File: src/hdl/cxpc_pkg.sv
package cxpc_pkg;

    localparam int MAX_PAYLOAD_DEF = 63;

    localparam logic REG_STATIC_KEY = 1'b0;
    localparam logic REG_DIRECTION  = 1'b1;

    localparam logic DIR_ENCRYPT = 1'b0;
    localparam logic DIR_DECRYPT = 1'b1;

    typedef enum logic [1:0] {
        ST_IDLE = 2'b01,
        ST_EMIT = 2'b10
    } state_t;

    typedef struct packed {
        logic [7:0] plain;
        logic [7:0] cipher;
    } chain_t;

    // plain chain first, then cipher chain
    function automatic chain_t encrypt_byte(
        input logic [7:0] d,
        input logic [7:0] prev_plain,
        input logic [7:0] prev_cipher,
        input logic [7:0] pkt_key,
        input logic [7:0] stat_key,
        input logic [7:0] pos
    );
        chain_t r;
        r.plain  = d ^ (prev_plain + pkt_key + pos);
        r.cipher = r.plain ^ (prev_cipher + stat_key + pos);
        return r;
    endfunction

    // cipher chain first, then plain chain; returns the plain byte only (the intermediate is in decrypt_mid)
    function automatic logic [7:0] decrypt_byte(
        input logic [7:0] c,
        input logic [7:0] prev_plain,
        input logic [7:0] prev_cipher,
        input logic [7:0] pkt_key,
        input logic [7:0] stat_key,
        input logic [7:0] pos
    );
        logic [7:0] p;
        p = c ^ (prev_cipher + stat_key + pos);
        return p ^ (prev_plain + pkt_key + pos);
    endfunction

    function automatic logic [7:0] decrypt_mid(
        input logic [7:0] c,
        input logic [7:0] prev_cipher,
        input logic [7:0] stat_key,
        input logic [7:0] pos
    );
        return c ^ (prev_cipher + stat_key + pos);
    endfunction

endpackage

File: src/hdl/cxpc_ram.sv
module cxpc_ram #(
    parameter int WIDTH = 8,
    parameter int DEPTH = 63,
    localparam int AW = (DEPTH > 1) ? $clog2(DEPTH) : 1
) (
    input  logic             clk,
    input  logic             wr_en,
    input  logic [AW-1:0]    wr_addr,
    input  logic [WIDTH-1:0] wr_data,
    input  logic             rd_en,
    input  logic [AW-1:0]    rd_addr,
    output logic [WIDTH-1:0] rd_data
);

    logic [WIDTH-1:0] mem [DEPTH];

    always_ff @(posedge clk)
    begin
        if (wr_en)
        begin
            mem[wr_addr] <= wr_data;
        end
        if (rd_en)
        begin
            rd_data <= mem[rd_addr];
        end
    end

endmodule

File: src/hdl/chained_xor_packet_cipher_unit.sv
// Byte-serial packet cipher with two XOR chains and a mod-256 checksum. A request is
// taken when start is high and busy is low; every result is registered and shows on
// out_byte, is_checksum and last_out, marked by out_valid for a single cycle, and must be
// captured then since the block cannot be held off. Decrypt takes one byte per cycle while
// busy is low and answers each with one byte on the next cycle. Encrypt stores one payload
// byte per cycle while busy is low into an internal RAM with no result; on the byte marked
// last, busy goes high while the checksum and then the stored payload are computed, one
// byte per cycle, the payload from the single read port of the payload RAM. Each of these
// results is registered and shows in the cycle after its busy cycle: the checksum in the
// cycle after busy rises, the last payload byte in the cycle in which busy is low again.
// At most MAX_PAYLOAD bytes are stored per packet; later bytes are dropped.
module chained_xor_packet_cipher_unit
    import cxpc_pkg::*;
#(
    parameter int MAX_PAYLOAD = MAX_PAYLOAD_DEF
) (
    input  logic       clk,
    input  logic       rst_n,
    input  logic       wr_en,
    input  logic       wr_index,
    input  logic [7:0] wr_data,
    input  logic       start,
    output logic       busy,
    input  logic [7:0] data_byte,
    input  logic [7:0] random_key,
    input  logic       first_of_packet,
    input  logic       last_of_packet,
    output logic       out_valid,
    output logic [7:0] out_byte,
    output logic       is_checksum,
    output logic       last_out
);

    localparam int AW = (MAX_PAYLOAD > 1) ? $clog2(MAX_PAYLOAD) : 1;
    localparam int CW = $clog2(MAX_PAYLOAD + 1);

    logic [7:0]    static_key_reg;
    logic          direction_reg;

    state_t        state_reg, state_next;
    logic [CW-1:0] step_reg, step_next;
    logic [CW-1:0] count_reg, count_next;
    logic [7:0]    sum_reg, sum_next;
    logic [7:0]    pp_reg, pp_next;
    logic [7:0]    pc_reg, pc_next;
    logic [7:0]    pos_reg, pos_next;
    logic [7:0]    key_reg, key_next;
    logic          out_valid_reg, out_valid_next;
    logic [7:0]    out_byte_reg, out_byte_next;
    logic          is_checksum_reg, is_checksum_next;
    logic          last_out_reg, last_out_next;

    logic          accept;
    logic [CW-1:0] count_in;
    logic [7:0]    sum_in, pp_in, pc_in, pos_in, key_in, pos_inc;
    logic          can_store;
    logic          ram_wr, ram_rd;
    logic [7:0]    ram_rdata;
    logic [7:0]    dec_mid, dec_out;
    logic [7:0]    emit_src, emit_pos;
    chain_t        emit_enc;
    logic          emit_done;

    assign accept = start && !busy;
    assign busy   = (state_reg == ST_EMIT);

    // packet restart on first byte
    assign count_in = first_of_packet ? '0 : count_reg;
    assign sum_in   = first_of_packet ? 8'd0 : sum_reg;
    assign pp_in    = first_of_packet ? 8'd0 : pp_reg;
    assign pc_in    = first_of_packet ? 8'd0 : pc_reg;
    assign pos_in   = first_of_packet ? 8'd0 : pos_reg;
    assign key_in   = first_of_packet ? random_key : key_reg;
    assign pos_inc  = pos_in + 8'd1;

    assign can_store = (count_in < CW'(MAX_PAYLOAD));
    assign ram_wr    = accept && (direction_reg == DIR_ENCRYPT) && can_store;
    assign ram_rd    = busy && (step_reg < count_reg);

    cxpc_ram #(
        .WIDTH (8),
        .DEPTH (MAX_PAYLOAD)
    ) u_store (
        .clk     (clk),
        .wr_en   (ram_wr),
        .wr_addr (count_in[AW-1:0]),
        .wr_data (data_byte),
        .rd_en   (ram_rd),
        .rd_addr (step_reg[AW-1:0]),
        .rd_data (ram_rdata)
    );

    assign dec_mid = decrypt_mid(data_byte, pc_in, static_key_reg, pos_inc);
    assign dec_out = decrypt_byte(data_byte, pp_in, pc_in, key_in, static_key_reg, pos_inc);

    assign emit_src  = (step_reg == '0) ? sum_reg : ram_rdata;
    assign emit_pos  = pos_reg + 8'd1;
    assign emit_enc  = encrypt_byte(emit_src, pp_reg, pc_reg, key_reg, static_key_reg,
                                    emit_pos);
    assign emit_done = (step_reg == count_reg);

    always_comb
    begin
        state_next       = state_reg;
        step_next        = step_reg;
        count_next       = count_reg;
        sum_next         = sum_reg;
        pp_next          = pp_reg;
        pc_next          = pc_reg;
        pos_next         = pos_reg;
        key_next         = key_reg;
        out_valid_next   = 1'b0;
        out_byte_next    = out_byte_reg;
        is_checksum_next = is_checksum_reg;
        last_out_next    = last_out_reg;
        case (state_reg)
            ST_IDLE:
            begin
                if (accept)
                begin
                    key_next = key_in;
                    if (direction_reg == DIR_DECRYPT)
                    begin
                        out_valid_next   = 1'b1;
                        out_byte_next    = dec_out;
                        is_checksum_next = (pos_in == 8'd0);
                        last_out_next    = last_of_packet;
                        if (last_of_packet)
                        begin
                            count_next = '0;
                            sum_next   = 8'd0;
                            pp_next    = 8'd0;
                            pc_next    = 8'd0;
                            pos_next   = 8'd0;
                        end
                        else
                        begin
                            count_next = count_in;
                            sum_next   = sum_in;
                            pp_next    = dec_mid;
                            pc_next    = data_byte;
                            pos_next   = pos_inc;
                        end
                    end
                    else
                    begin
                        pp_next    = pp_in;
                        pc_next    = pc_in;
                        pos_next   = pos_in;
                        count_next = can_store ? count_in + 1'b1 : count_in;
                        sum_next   = can_store ? sum_in + data_byte : sum_in;
                        if (last_of_packet)
                        begin
                            state_next = ST_EMIT;
                            step_next  = '0;
                        end
                    end
                end
            end
            ST_EMIT:
            begin
                out_valid_next   = 1'b1;
                out_byte_next    = emit_enc.cipher;
                is_checksum_next = (step_reg == '0);
                last_out_next    = emit_done;
                pp_next          = emit_enc.plain;
                pc_next          = emit_enc.cipher;
                pos_next         = emit_pos;
                step_next        = step_reg + 1'b1;
                if (emit_done)
                begin
                    state_next = ST_IDLE;
                    count_next = '0;
                    sum_next   = 8'd0;
                    pp_next    = 8'd0;
                    pc_next    = 8'd0;
                    pos_next   = 8'd0;
                    step_next  = '0;
                end
            end
            default:
            begin
                state_next = ST_IDLE;
            end
        endcase
    end

    always_ff @(posedge clk or negedge rst_n)
    begin
        if (!rst_n)
        begin
            static_key_reg <= 8'd0;
            direction_reg  <= DIR_ENCRYPT;
        end
        else if (wr_en)
        begin
            case (wr_index)
                REG_STATIC_KEY: static_key_reg <= wr_data;
                REG_DIRECTION:  direction_reg  <= wr_data[0];
                default:        static_key_reg <= static_key_reg;
            endcase
        end
    end

    always_ff @(posedge clk or negedge rst_n)
    begin
        if (!rst_n)
        begin
            state_reg     <= ST_IDLE;
            step_reg      <= '0;
            count_reg     <= '0;
            sum_reg       <= 8'd0;
            pp_reg        <= 8'd0;
            pc_reg        <= 8'd0;
            pos_reg       <= 8'd0;
            key_reg       <= 8'd0;
            out_valid_reg <= 1'b0;
        end
        else
        begin
            state_reg     <= state_next;
            step_reg      <= step_next;
            count_reg     <= count_next;
            sum_reg       <= sum_next;
            pp_reg        <= pp_next;
            pc_reg        <= pc_next;
            pos_reg       <= pos_next;
            key_reg       <= key_next;
            out_valid_reg <= out_valid_next;
        end
    end

    always_ff @(posedge clk)
    begin
        out_byte_reg    <= out_byte_next;
        is_checksum_reg <= is_checksum_next;
        last_out_reg    <= last_out_next;
    end

    assign out_valid   = out_valid_reg;
    assign out_byte    = out_byte_reg;
    assign is_checksum = is_checksum_reg;
    assign last_out    = last_out_reg;

`ifndef SYNTHESIS
    a_dec_answers: assert property (@(posedge clk) disable iff (!rst_n)
        (accept && direction_reg == DIR_DECRYPT) |=> out_valid)
        else $error("decrypt request without result");

    a_step_bound: assert property (@(posedge clk) disable iff (!rst_n)
        busy |-> (step_reg <= count_reg))
        else $error("readout step past stored count");

    a_emit_ends: assert property (@(posedge clk) disable iff (!rst_n)
        (busy && emit_done) |=> (!busy && out_valid && last_out))
        else $error("readout did not end with last result");

    a_count_bound: assert property (@(posedge clk) disable iff (!rst_n)
        count_reg <= CW'(MAX_PAYLOAD))
        else $error("stored count beyond store depth");
`endif

endmodule
File: config.mk
export PLATFORM = sky130hd
export DESIGN_NAME = chained_xor_packet_cipher_unit
export DESIGN_NICKNAME = d
export VERILOG_FILES = /design/src/hdl/cxpc_pkg.sv /design/src/hdl/cxpc_ram.sv /design/src/hdl/chained_xor_packet_cipher_unit.sv
export SDC_FILE = /design/constraint.sdc
export NUM_CORES = 1
export LEC_CHECK = 0
export CAP_MARGIN = 40
export CORE_MARGIN = 2
export CORE_UTILIZATION = 45
export DETAILED_ROUTE_END_ITERATION = 6
export DONT_BUFFER_PORTS = 1
export GPL_TIMING_DRIVEN = 0
export PLACE_DENSITY = 0.58
export SLEW_MARGIN = 20
export SYNTH_ARGS = -nofsm -noshare
export SYNTH_HDL_FRONTEND = slang
export SYNTH_SLANG_ARGS = --single-unit
File: constraint.sdc
create_clock -name clk -period 11 [get_ports clk]
set_input_delay 1.65 -clock clk [delete_from_list [all_inputs] [get_ports clk]]
set_output_delay 1.65 -clock clk [all_outputs]
set_load 0.1 [all_outputs]
# == Word level (Yosys, flattened, before mapping) ==
# Memories as Yosys holds them, arrays and structs flattened. A register that Yosys moved wholly into a read port is not among the register bits.
# Index checks and enable logic that the tools add are counted.
# totals
reg_bits,74
ramBits,504
inputBits,31
out_inout_bits,12
mem_count,1
# classes
add_sub_neg,13
n_lt_le_gt_ge,2
eq_ne,8
muxes,58
bitwise_logic,6
reduce_logical,16
# mem_list
memory,words,width,rd,rd_clocked_by_memory_dff,write_ports,line_no,source
u_store.mem,63,8,1,1,1,cxpc_ram.sv:15,logic [WIDTH-1:0] mem [DEPTH];
# op_table
cell,count
8-bit two-way mux,25
8-bit one-hot mux with 2 select lines,5
8-bit adder,9
6-bit two-way mux,10
8-bit bitwise XOR,4
6-bit one-hot mux with 2 select lines,2
"8-bit by 1-bit adder with 8-bit output, second input constant",2
"6-bit by 1-bit adder with 6-bit output, second input constant",2
8-bit zero test,1
1-bit two-way mux,8
2-bit two-way mux,4
"2-bit != test, second input constant",4
2-bit AND reduction,4
4-bit AND reduction,2
6-bit equality test,1
6-bit zero test,1
6-bit less-than comparator,1
"6-bit less-than comparator, second input constant",1
1-bit one-hot mux with 2 select lines,3
3-bit AND reduction,2
1-bit logical AND,4
2-bit one-hot mux with 2 select lines,1
"2-bit by 1-bit equality test with 1-bit output, second input constant",1
"2-bit equality test, second input constant",1
other kinds (4),5

# == Longest topological paths before layout ==
# depth
word_depth,8
ltp_mapped,14
mapped_depth_nobuf,13

# == Cells and area by module ==
# Synthesis repeated with hierarchy kept, for this count alone.
# hier_totals
cells_unflattened,1612
hier_area_um2,26066.2
# by_module_without_submodules
mod,n_inst,cells_each,area_each_um2,seq_area_each_um2
cxpc_ram,1,949,19886.6,15374.7
chained_xor_packet_cipher_unit,1,663,6179.7,1903.1

# == Least setup slack after synthesis ==
# No wires, ideal clock.
# synth_path
path_kind,input to register
startpoint,input first_of_packet
endpoint,"register out_byte_reg[6] (netlist: out_byte[6]), data pin"
arrival_time_ns,4.632
required_time_ns,10.739
path_slack_ns,6.107
path_stages,10
path_buffers,2
path_cell_list,clkbuf_1 -> buf_1 -> mux2_2 -> fa_1 -> ha_1 -> inv_1 -> or4b_2 -> o2111ai_1 -> xor2_1 -> a221o_1
# synth_between
word_cells_on_any_way,14
cone_classes,add/sub (5); mux (7); bitwise (2)
# synth_lines
element,line_no,source
start: declaration,chained_xor_packet_cipher_unit.sv:26,"input logic first_of_packet,"
8-bit two-way mux,chained_xor_packet_cipher_unit.sv:73,assign key_in = first_of_packet ? random_key : key_reg;
via key_in[4],chained_xor_packet_cipher_unit.sv:55,"logic [7:0] sum_in, pp_in, pc_in, pos_in, key_in, pos_inc;"
8-bit adder (2 in series),cxpc_pkg.sv:47,return p ^ (prev_plain + pkt_key + pos);
8-bit bitwise XOR,cxpc_pkg.sv:47,
8-bit two-way mux,chained_xor_packet_cipher_unit.sv:122,if (direction_reg == DIR_DECRYPT)
8-bit two-way mux,chained_xor_packet_cipher_unit.sv:119,if (accept)
8-bit one-hot mux with 2 select lines,chained_xor_packet_cipher_unit.sv:116,case (state_reg)
via out_byte_next[6],chained_xor_packet_cipher_unit.sv:49,"logic [7:0] out_byte_reg, out_byte_next;"
end signal: assignment,chained_xor_packet_cipher_unit.sv:235,out_byte_reg <= out_byte_next;
end: declaration,chained_xor_packet_cipher_unit.sv:49,
# The timed path passes the listed nets, and every way through them passes these cells. The select of a mux whose other input is x is not followed.
# A chain may end at the register's enable or synchronous reset.

# == Final worst setup path ==
# layout_path
startpoint,input first_of_packet
endpoint,"register out_byte_reg[7] (netlist: out_byte[7]), data pin"
# layout_between
elab_chain_cells,8
word_cells_on_any_way,14
cone_classes,add/sub (5); mux (7); bitwise (2)
# layout_rtl
element,line_no,source
8-bit two-way mux (on tied branches),"chained_xor_packet_cipher_unit.sv:71, chained_xor_packet_cipher_unit.sv:72",
8-bit adder / 8-bit by 1-bit adder with 8-bit output (equally long branches),"cxpc_pkg.sv:46, chained_xor_packet_cipher_unit.sv:74",
8-bit adder,cxpc_pkg.sv:46,p = c ^ (prev_cipher + stat_key + pos);
8-bit bitwise XOR,cxpc_pkg.sv:46,
8-bit bitwise XOR (*),cxpc_pkg.sv:47,
8-bit two-way mux (*),chained_xor_packet_cipher_unit.sv:122,
8-bit two-way mux (*),chained_xor_packet_cipher_unit.sv:119,
8-bit one-hot mux with 2 select lines (*),chained_xor_packet_cipher_unit.sv:116,
via out_byte_next[7],chained_xor_packet_cipher_unit.sv:49,
# Mark *: on every way through the listed nets, which the timed path passes. The rest lies on a longest branch. The select of a mux whose other input is x is not followed.

==> results by group <==
Timing
  – Setup TNS: 0 ns
  – Fin crit period: 5.502 ns
  – Final Hold Viols: 0
  – Worst-Margin Slew: 0.8994 ns
  – Setup violators final: 0
  – Layout Skew: 0.03978 ns
  – Fmax: 0.1817 GHz
  – Unrepaired setup endpoints after global routing: false
  – Slew HR: 0.4016
  – Post-route clock period utilization: 0.5002
  – Slew Viols, Final: 0

Logic synthesis
  – Post-synth top area share: 0.5943
  – Synthesis-stage register bit count: 586
  – Largest cells by area after synthesis: edfxtp_1 (59%), mux4_2 (14%), dfrtp_1 (6.0%), fa_1 (2.5%), ha_1 (2.0%)
  – Post-synth EDFFs: 522
  – Cells after Synth: 1554
  – Cell variety after synth: 65
  – Syn. warnings: 0
  – Top FF cell, synth: edfxtp_1
  – Avg Synthesized Cell Area: 16.97 um2
  – Sequential fraction of the synthesis area: 0.6550
  – Yosys top cell by area: edfxtp_1
  – FFs w/ async S/R, synth: 0.1092
  – Net Count, Synth: 1661
  – Mapped Area: 26380 um2

Place
  – Placer Congestion: 0.8806
  – Post-DP HPWL: 44860 um
  – # port buffers: 0
  – Cell count after placement: 2334

Clocking
  – CTS Sinks: 586
  – # H-tree levels: 2
  – Post-cts sizing count: 0
  – Postcts setup bufs: 0
  – Clk_lat worst skew: 0.65 ns
  – Hold buffer count at cts: 0
  – Clk slew on worst S/H paths: 0.06 ns
  – CTS Buf Count: 61
  – TritonCTS clock tree: yes
  – Bufs on Longest Clock Path: 3
  – CTS root buf: clkbuf_16

Status
  – Status: finished clean

Drt
  – # DRC: 0
  – Drt total wl: 66740 um
  – Via count: 14474
  – Vias/cell: 5.867
  – Detail Route Antenna Nets: 0
  – DRT Pass-1 Iters: 5
  – Routed WL per cell: 27.05 um
  – 1st-iter DRT viols: 1464

Worst setup path
  – Setup crit end kind: register
  – Slowest cell on the critical path: buf_1
  – Critical path cell sequence: clkbuf_1, buf_1, clkbuf_1, nor2_1, fa_1, ha_1, fa_1, a211oi_1, o21bai_1, a21oi_1, xnor2_1, xnor2_1, mux2i_1
  – Worst R2R End: out_byte[6]
  – Worst Path Required: 11.36 ns
  – Internal reg-to-reg setup slack: 6.61 ns
  – Crit-path max FO: 10
  – Critical path's largest stage delay: 0.59 ns
  – R2R depth: 13
  – WS Path Type: in -> reg
  – CP startpoint kind: input port
  – FF-to-FF Start: pos_reg[0]
  – Arrival @ worst endpoint: 5.86 ns

Die
  – DIE AREA: 60570 um2
  – Initial core utilization: 0.4563
  – Row cnt: 88
  – IO Pins: 43
  – Die Y: 246.1 um
  – Core ar.: 57810 um2
  – Die Wd: 246.1 um

GRT
  – Largest net degree at the start of global routing: 70
  – Global-route wire length before repair: 98410 um
  – Met1 global-route usage: 0.3174
  – Global routing met3 resource utilization: 0.04205
  – Vias in the first global route: 14768
  – Antenna violations before repair: 0
  – Met2 Use GR: 0.3558
  – Global route hottest layer: met2
  – Tot GR Track Use: 0.2253
  – GRT overflow: 0

Power and ir drop
  – Lkg Pwr: 9.838 nW
  – VDD IR-drop max: 0.2364 mV
  – PwrDens: 250.1 nW/um2

Final layout
  – # diodes: 0
  – Fraction of layout instances using a drive strength above 1: 0.1886
  – Total Nets Final: 1758
  – Max reg flops: 504
  – Fill cell count: 4724
  – Top reg by flops: u_store.mem
  – Util after Layout: 0.5142
  – Layout area overhead: 12.69%
  – Final Non-Filler Cells: 2467

Job
  – Number of max-cap violations: 0

Min path
  – Hold Crit Class: reg -> reg
  – Hold path depth: 2
  – Hold Crit Start: state_reg[0]
  – Worst Hold End: state_reg[0]
## power by group
| group | total (mW) | switching (mW) | leakage [nW] | internal (mW) |
|---|---|---|---|---|
| clock | 2.09 | 0.870 | 0.998 | 1.22 |
| combinational | 2.55 | 1.36 | 3.33 | 1.18 |
| sequential | 2.79 | 0.221 | 5.51 | 2.57 |
| total | 7.43 | 2.45 | 9.84 | 4.98 |
## cells by family after synthesis
kind of cell | synth area share
DFF | 0.6550
and+or+nand+nor | 0.04966
AOI/OAI and AO/OA | 0.05142
muxes | 0.1504
buffers and inverters | 0.02229
adders and majority gates | 0.04544
xor gates and xnor gates | 0.02580
## cells in the mapped netlist, types with 4 or more instances
library cell / n
a211oi_1: 8
a21o_1: 9
a21oi_1: 51
a22o_1: 11
a22oi_1: 16
and2_1: 7
buf_1: 10
buf_2: 8
buf_6: 8
clkbuf_1: 52
dfrtp_1: 63
edfxtp_1: 522
fa_1: 33
ha_1: 43
inv_1: 60
mux2_2: 12
mux2i_1: 25
mux4_2: 159
nand2_1: 64
nand2b_1: 12
nand3_1: 13
nand3b_1: 5
nand4_1: 8
nor2_1: 112
nor2b_1: 22
nor3_1: 14
nor4_1: 6
o211ai_1: 5
o21a_1: 8
o21ai_0: 58
o21ai_1: 14
o21bai_1: 4
o221ai_1: 5
xnor2_1: 38
xnor3_1: 7
xor2_1: 19
## routing by layer
metal | routed length [um] | vias up
met3 | 4975 | 114
met2 | 31340 | 564
li1 | - | 6308
met4 | 2073 | 0
met5 | 0 | -
met1 | 28350 | 7488
## worst max path at each step
stage               startpoint     endpoint  slack [ns]  cells past startpoint
6_report       first_of_packet  out_byte[7]        5.50                     13
2_1_floorplan  first_of_packet  out_byte[6]        6.11                     10
4_1_cts        first_of_packet  out_byte[7]        5.51                     13
5_1_grt        first_of_packet  out_byte[7]        5.37                     13
3_3_place_gp   first_of_packet  out_byte[6]        4.79                     10
3_5_place_dp   first_of_packet  out_byte[7]        4.93                     13
## area by class of cell
class | count | area, um2 | area share
inverter | 60 | 225.2 | 0.007577
multi-input combinational | 830 | 8526 | 0.2868
clock inverter | 37 | 399.1 | 0.01343
sequential | 586 | 17280 | 0.5813
buffer | 78 | 362.8 | 0.01221
clock buffer | 77 | 1648 | 0.05544
timing repair buffer | 34 | 329.1 | 0.01107
tap | 765 | 957.2 | 0.03220
## stage by stage
stage          worst slack (ns)  instance area [um2]  power [mW]  hold WS [ns]
2_1_floorplan             6.107                26380       4.723        0.4703
3_3_place_gp              4.788                27340       5.308        0.4847
3_5_place_dp              4.930                27520       5.357        0.4925
4_1_cts                   5.514                29560       7.453        0.5009
5_1_grt                   5.367                29720       7.805        0.5249
6_report                  5.498                29720       7.435        0.4965
## critical path: cells and delay by family
family | cells | cell delay [ns]
xor+xnor | 2 | 0.28
simple gates | 1 | 0.18
fa+ha+maj | 3 | 1.23
mux | 1 | 0.09
buf+inv | 3 | 1.62
compound gates | 3 | 0.79
## cells in the final DEF (no fill, tap or decap), types with 7 or more instances in the layout
| cell | n |
|---|---|
| a211oi_1 | 8 |
| nor2b_1 | 22 |
| a21oi_1 | 50 |
| nor2_1 | 112 |
| inv_1 | 60 |
| fa_1 | 33 |
| bufinv_16 | 7 |
| buf_6 | 21 |
| nand4_1 | 8 |
| nand3_1 | 13 |
| a22oi_1 | 16 |
| mux4_2 | 159 |
| clkinv_2 | 13 |
| xor2_1 | 19 |
| o21a_1 | 8 |
| ha_1 | 43 |
| xnor2_1 | 38 |
| clkbuf_16 | 62 |
| nor3_1 | 14 |
| buf_2 | 9 |
| nand2b_1 | 12 |
| mux2i_1 | 25 |
| a21o_1 | 9 |
| buf_1 | 10 |
| clkinv_1 | 10 |
| o21ai_1 | 14 |
| xnor3_1 | 7 |
| a22o_1 | 11 |
| mux2_2 | 12 |
| nand2_1 | 64 |
| edfxtp_1 | 522 |
| clkbuf_1 | 63 |
| buf_4 | 17 |
| o21ai_0 | 57 |
| and2_1 | 7 |
| dfrtp_1 | 63 |
Note: power is estimated with default switching activity, not from simulation.
